`src/rtl/htu_pkg.sv`:
```
// Shared types and constants for the homeostatic threshold update block.
`default_nettype none

package htu_pkg;

    // Command codes carried in a request
    typedef enum logic [1:0] {
        CMD_SPIKE = 2'd0,
        CMD_TICK  = 2'd1,
        CMD_LOAD  = 2'd2,
        CMD_CLEAR = 2'd3
    } cmd_t;

    // Configuration register indexes
    typedef enum logic [2:0] {
        CFG_WINDOW_DECAY      = 3'd0,
        CFG_HZ_PER_SPIKE      = 3'd1,
        CFG_TARGET_RATE       = 3'd2,
        CFG_GAIN              = 3'd3,
        CFG_THRESHOLD_FLOOR   = 3'd4,
        CFG_THRESHOLD_CEILING = 3'd5,
        CFG_UPDATE_INTERVAL   = 3'd6
    } cfg_idx_t;

    // Configuration reset values
    localparam logic [15:0] WINDOW_DECAY_RST      = 16'd0;
    localparam logic [23:0] HZ_PER_SPIKE_RST      = 24'd256;
    localparam logic [23:0] TARGET_RATE_RST       = 24'd0;
    localparam logic [15:0] GAIN_RST              = 16'd0;
    localparam logic [23:0] THRESHOLD_FLOOR_RST   = 24'd0;
    localparam logic [23:0] THRESHOLD_CEILING_RST = 24'hFFFFFF;
    localparam logic [15:0] UPDATE_INTERVAL_RST   = 16'd1;

    localparam logic [23:0] RATE_MAX  = 24'hFFFFFF;
    localparam logic [15:0] TICK_MAX  = 16'hFFFF;

    // Input request
    typedef struct packed {
        logic [1:0]  command;
        logic [5:0]  neuron_id;
        logic [23:0] load_value;
    } req_t;

    // Result item
    typedef struct packed {
        logic [5:0]  out_neuron;
        logic [23:0] out_rate;
        logic [23:0] out_threshold;
        logic        last;
    } rsp_t;

    // Coefficients the update datapath needs
    typedef struct packed {
        logic [15:0] window_decay;
        logic [23:0] hz_per_spike;
        logic [23:0] target_rate;
        logic [15:0] gain;
        logic [23:0] threshold_floor;
        logic [23:0] threshold_ceiling;
    } coef_t;

    // Tag that follows one neuron through the update pipeline
    typedef struct packed {
        logic       valid;
        logic [5:0] idx;
        logic       last;
    } tag_t;

    // Write-back from the update pipeline
    typedef struct packed {
        tag_t        tag;
        logic [23:0] rate;
        logic [23:0] thr;
    } wb_t;

endpackage

`default_nettype wire

```
`src/rtl/htu_datapath.sv`:
```
// Six-stage update pipeline: observed rate, rate blend, threshold step and clamp.
`default_nettype none

module htu_datapath #(
    parameter int COUNT_BITS = 16
) (
    input  wire logic                  clk,
    input  wire logic                  rst_n,
    input  wire htu_pkg::coef_t        coef,
    input  wire htu_pkg::tag_t         tag_in,
    input  wire logic [COUNT_BITS-1:0] count_in,
    input  wire logic [23:0]           avg_in,
    input  wire logic [23:0]           thr_in,
    output htu_pkg::wb_t               wb,
    output logic                       pipe_busy
);

    localparam int PW = COUNT_BITS + 24;

    htu_pkg::tag_t s1_tag_reg, s2_tag_reg, s3_tag_reg, s4_tag_reg, s5_tag_reg, s6_tag_reg;

    logic [23:0]        s1_obs_reg, s1_avg_reg, s1_thr_reg;
    logic [39:0]        s2_pa_reg;
    logic [40:0]        s2_pb_reg;
    logic [23:0]        s2_thr_reg;
    logic [23:0]        s3_rate_reg, s3_thr_reg;
    logic [23:0]        s4_rate_reg, s4_thr_reg, s4_diff_reg;
    logic               s4_up_reg;
    logic [23:0]        s5_rate_reg, s5_thr_reg;
    logic [32:0]        s5_step_reg;
    logic               s5_up_reg;
    logic [23:0]        s6_rate_reg;
    logic signed [34:0] s6_thr_reg;

    logic [PW-1:0]      obs_prod;
    logic [23:0]        s1_obs_next;
    logic [16:0]        decay_comp;
    logic [39:0]        s2_pa_next;
    logic [40:0]        s2_pb_next;
    logic [40:0]        blend_sum;
    logic               s4_up_next;
    logic [23:0]        s4_diff_next;
    logic [39:0]        step_prod;
    logic [40:0]        step_round;
    logic signed [34:0] s6_thr_next;
    logic signed [34:0] floor_s, ceil_s, thr_lo;

    // Stage 1: observed rate, saturated to 24 bits
    always_comb
    begin
        obs_prod    = PW'(count_in) * PW'(coef.hz_per_spike);
        s1_obs_next = (|obs_prod[PW-1:24]) ? htu_pkg::RATE_MAX : obs_prod[23:0];
    end

    // Stage 2: the two blend products
    always_comb
    begin
        decay_comp = 17'h10000 - {1'b0, coef.window_decay};
        s2_pa_next = 40'(s1_avg_reg) * 40'(coef.window_decay);
        s2_pb_next = 41'(s1_obs_reg) * 41'(decay_comp);
    end

    // Stage 3: rounded blend
    assign blend_sum = {1'b0, s2_pa_reg} + s2_pb_reg + 41'd32768;

    // Stage 4: distance from the target rate
    always_comb
    begin
        s4_up_next   = s3_rate_reg > coef.target_rate;
        s4_diff_next = s4_up_next ? (s3_rate_reg - coef.target_rate)
                                  : (coef.target_rate - s3_rate_reg);
    end

    // Stage 5: rounded step magnitude
    always_comb
    begin
        step_prod  = 40'(s4_diff_reg) * 40'(coef.gain);
        step_round = {1'b0, step_prod} + 41'd128;
    end

    // Stage 6: apply the step
    always_comb
    begin
        if (s5_up_reg)
        begin
            s6_thr_next = $signed({11'b0, s5_thr_reg}) + $signed({2'b0, s5_step_reg});
        end
        else
        begin
            s6_thr_next = $signed({11'b0, s5_thr_reg}) - $signed({2'b0, s5_step_reg});
        end
    end

    // Clamp: floor first, ceiling wins
    always_comb
    begin
        floor_s = $signed({11'b0, coef.threshold_floor});
        ceil_s  = $signed({11'b0, coef.threshold_ceiling});
        thr_lo  = (s6_thr_reg < floor_s) ? floor_s : s6_thr_reg;
        if (thr_lo > ceil_s)
        begin
            thr_lo = ceil_s;
        end
        wb.tag  = s6_tag_reg;
        wb.rate = s6_rate_reg;
        wb.thr  = thr_lo[23:0];
    end

    assign pipe_busy = s1_tag_reg.valid | s2_tag_reg.valid | s3_tag_reg.valid
                     | s4_tag_reg.valid | s5_tag_reg.valid | s6_tag_reg.valid;

    // Tags
    always_ff @(posedge clk or negedge rst_n)
    begin
        if (!rst_n)
        begin
            s1_tag_reg <= '0;
            s2_tag_reg <= '0;
            s3_tag_reg <= '0;
            s4_tag_reg <= '0;
            s5_tag_reg <= '0;
            s6_tag_reg <= '0;
        end
        else
        begin
            s1_tag_reg <= tag_in;
            s2_tag_reg <= s1_tag_reg;
            s3_tag_reg <= s2_tag_reg;
            s4_tag_reg <= s3_tag_reg;
            s5_tag_reg <= s4_tag_reg;
            s6_tag_reg <= s5_tag_reg;
        end
    end

    // Data
    always_ff @(posedge clk)
    begin
        s1_obs_reg  <= s1_obs_next;
        s1_avg_reg  <= avg_in;
        s1_thr_reg  <= thr_in;
        s2_pa_reg   <= s2_pa_next;
        s2_pb_reg   <= s2_pb_next;
        s2_thr_reg  <= s1_thr_reg;
        s3_rate_reg <= blend_sum[39:16];
        s3_thr_reg  <= s2_thr_reg;
        s4_rate_reg <= s3_rate_reg;
        s4_thr_reg  <= s3_thr_reg;
        s4_diff_reg <= s4_diff_next;
        s4_up_reg   <= s4_up_next;
        s5_rate_reg <= s4_rate_reg;
        s5_thr_reg  <= s4_thr_reg;
        s5_step_reg <= step_round[40:8];
        s5_up_reg   <= s4_up_reg;
        s6_rate_reg <= s5_rate_reg;
        s6_thr_reg  <= s6_thr_next;
    end

endmodule

`default_nettype wire
```
`config.mk`:
```
export PLATFORM = sky130hd
export DESIGN_NAME = htu_datapath
export DESIGN_NICKNAME = d
export VERILOG_FILES = /design/src/rtl/htu_pkg.sv /design/src/rtl/htu_datapath.sv
export SDC_FILE = /design/constraint.sdc
export NUM_CORES = 2
export LEC_CHECK = 0
export BUFFER_PORTS_ARGS = -buffer_cell sky130_fd_sc_hd__buf_2
export CORE_MARGIN = 3
export CORE_UTILIZATION = 40
export DETAILED_ROUTE_END_ITERATION = 16
export GPL_ROUTABILITY_DRIVEN = 0
export GPL_TIMING_DRIVEN = 1
export SLEW_MARGIN = 20
export SYNTH_ARGS = -nofsm -noshare
export SYNTH_HDL_FRONTEND = slang
export SYNTH_SLANG_ARGS = --single-unit
```
`constraint.sdc`:
```
create_clock -name clk -period 10 [get_ports clk]
set_input_delay 0.5 -clock clk [delete_from_list [all_inputs] [get_ports clk]]
set_output_delay 0.5 -clock clk [all_outputs]
set_load 0.005 [all_outputs]
```
==> metrics.csv <==
stage,metric,value,unit
clock_network,clkTransAtPathRegs,0.06,ns
placed_design,dp_hpwl,146000,um
clock_network,h-tree-depth,2,
timing,fin_crit_sh,86.6,%
setup_path,crit_end,s2_pb_reg[38],
clock_network,root_buffer,clkbuf_16,
die,initial_core_util,40.3,%
setup_path,cp-end-kind,register,
setup_path,timing.rr.start,s1_avg_reg[14],
grt,grt_pass1_wl,299000,um
cells_and_area,final_area,75300,um^2
yosys,yosysWarnings,0,
timing,hold_violations,0,
timing,finalSetupTns,0,ns
cells_and_area,regArea,9970,um^2
setup_path,crit_start,coef[113],
cells_and_area,drive_above_1_share,6.77,%
drt,vias,51300,
clock_network,cts_buffers,57,
die,ios,259,
grt,grt.total_usage,21.0,%
yosys,synth_compound_area_share,7.55,%
drt,wire_per_inst,18.4,um
drt,firstDrtPassIters,7,
die,core,172000,um^2
yosys,synth_xor_area_share,2.71,%
setup_path,reg2reg_to,s2_pa_reg[35],
setup_path,start_kind,primary input,
yosys,seq_area_frac_synth,14.4,%
setup_path,path_max_fanout,15,
die,num_rows,152,
setup_path,cp.arrival,9.22,ns
drt,ant_nets,0,
clock_network,cts.path.max_buffers,3,
yosys,syn_inst,7605,
setup_path,cp.required,10.56,ns
drt,vias_per_cell,5.10,
yosys,ys_ff_latch,486,
clock_network,clock_sinks,486,
placed_design,portBuffers,258,
die,die_area,178000,um^2
yosys,synth_flop_cell,dfxtp_1,
setup_path,crit_top_cell,fa_1,
grt,antenna_found_initial,14,
cells_and_area,fillCellCount,17000,
yosys,synthSimpleGateAreaFrac,15.2,%
drt,wl,185000,um
run_status,status,"finished, final reports clean",
placed_design,dpl-instance-area,72700,um^2
yosys,synth_area,69300,um^2
timing,fin_skew,0.0313,ns
timing,hold_slack,0.204,ns
timing,fmax,0.116,GHz
placed_design,dp_slack,0.721,ns
clock_network,insertion_delay,0.70,ns
hold_path,hold_path_class,in -> reg,
yosys,syn_nets,9743,
cells_and_area,area_growth,8.77,%
timing,max_slew_margin,16.8,%
yosys,async_reset_ff_share,9.88,%
yosys,yosysUniqueCellTypes,95,
cells_and_area,multi_input_area,52100,um^2
setup_path,slowest_stage,nor3_1,
clock_network,cts_tree,built,
setup_path,crit_type,in -> reg,
cells_and_area,nets,9850,
timing,tightest_slew,1.25,ns
timing,finalMaxSlewViolations,0,
die,chipWidth,422,um
timing,rsz0062_at_grt,no,
yosys,synthAdderAreaFrac,48.5,%
die,die_h,422,um
drt,drtIter0Drc,3009,
grt,grt_pass1_vias,55300,
drt,drc,0,
setup_path,critPathMaxStageDelay,0.76,ns
timing,timing.final.ws_setup,1.34,ns
grt,overflow,0,
setup_path,rrSetupSlack,2.37,ns
timing,setup_viol_count_final,0,
setup_path,reg2reg_depth,20,
yosys,synth_top_family_by_area,adder cells,
yosys,synth.area.mux_share,1.09,%
yosys,postSynthAreaPerCell,9.11,um^2
grt,grt_max_degree,50,
yosys,synth-edff-count,0,
timing,timing.final.crit_period,8.66,ns
flow_run,maxCapViolCount,0,
## cell families (layout without fill, tap and decap cells)
family / count (synthesis) / after routing
other: 0 / 7
DFF: 486 / 486
buffers and inverters: 1932 / 2087
and+or+nand+nor: 2181 / 2181
muxes: 69 / 69
xor gates and xnor gates: 214 / 214
AOI/OAI and AO/OA: 787 / 787
adders and majority gates: 1936 / 1936
## worst min path at each step
stage | to | slack (ns) | from | cells past startpoint
floorplan | s1_tag_reg[0] | 0.20 | rst_n | 0
global placement | s5_thr_reg[8] | 0.31 | s4_thr_reg[8] | 0
finish | s4_diff_reg[1] | 0.20 | coef[65] | 3
global route | s4_diff_reg[1] | 0.19 | coef[65] | 3
detailed placement | s5_thr_reg[4] | 0.31 | s4_thr_reg[4] | 0
CTS | s4_diff_reg[1] | 0.14 | coef[65] | 3
## Yosys cell counts, types with 23 or more instances
library cell	n	area [um^2]
ha_1	685	8570
nand2_1	1084	4070
o21bai_1	37	278
nand2b_1	31	194
a21o_1	117	878
dfxtp_1	438	8770
o21ai_0	117	586
inv_1	1621	6080
nor2b_1	33	206
o21a_1	43	323
xor2_1	59	517
a21oi_1	237	1190
a211oi_1	23	173
fa_1	1251	25000
mux2_2	53	597
dfrtp_1	48	1200
nand4_1	30	188
nor3_1	61	305
a31oi_1	31	194
nand3_1	55	275
xnor2_1	155	1360
and2_1	591	3700
clkbuf_1	279	1050
nor2_1	186	698
## cells in the final DEF, fill, tap and decap left out, types with 22 or more instances in the layout
cell / netlist / layout
o21bai_1: 37 / 37
buf_2: 13 / 257
xor2_1: 59 / 56
a21oi_1: 237 / 237
dlygate4sd3_1: 0 / 57
nor3_1: 61 / 60
ha_1: 685 / 685
a21o_1: 117 / 117
clkbuf_16: 0 / 58
inv_1: 1621 / 1621
buf_4: 2 / 44
a211oi_1: 23 / 22
o21a_1: 43 / 43
o21ai_0: 117 / 117
dfrtp_1: 48 / 48
dfxtp_1: 438 / 437
nand2_1: 1084 / 1084
fa_1: 1251 / 1251
a31oi_1: 31 / 31
mux2_2: 53 / 53
xnor2_1: 155 / 149
nor2_1: 186 / 186
nand2b_1: 31 / 31
and2_1: 591 / 591
nor2b_1: 33 / 33
nand3_1: 55 / 55
nand4_1: 30 / 30
## worst max-delay path, delay by kind of cell
| family | cells | cell delay (ns) |
|---|---|---|
| compound gates | 5 | 1.13 |
| buf+inv | 5 | 0.69 |
| xor+xnor | 2 | 0.59 |
| fa+ha+maj | 7 | 3.31 |
| simple gates | 12 | 3.00 |
## layout make-up
type,count,share of cell area [%]
tap,2310,3.84
timing repair buffer,358,2.90
inverter,1622,8.08
clock buffer,66,1.99
antenna,7,0.0233
multi-input combinational,5187,69.2
clock inverter,41,0.737
sequential,486,13.2
## layer usage
metal  track usage (%)  up-vias  part of all wire [%]
met3              3.30      345                   6.1
met2              37.5     1587                    50
met1              25.8    26000                    40
met5                 0        -                 0.011
met4              6.91        2                   3.5
li1                  -    23400                     -
## timing repair
action,4_1_cts,5_1_grt
hold buffers,57,0
buffers inserted,0,0
endpoints found under the hold margin,104,0
resized for setup,0,0
## metrics by stage
stage | utilization, % | cells
floorplan | - | 7605
global placement | 42.3 | 9906
detailed placement | 42.3 | 9906
CTS | 43.8 | 10100
global route | 43.8 | 10100
finish | 43.8 | 10100
Power is not shown: default switching activity piles up to over one toggle a cycle in this logic, so the estimate is an artifact.
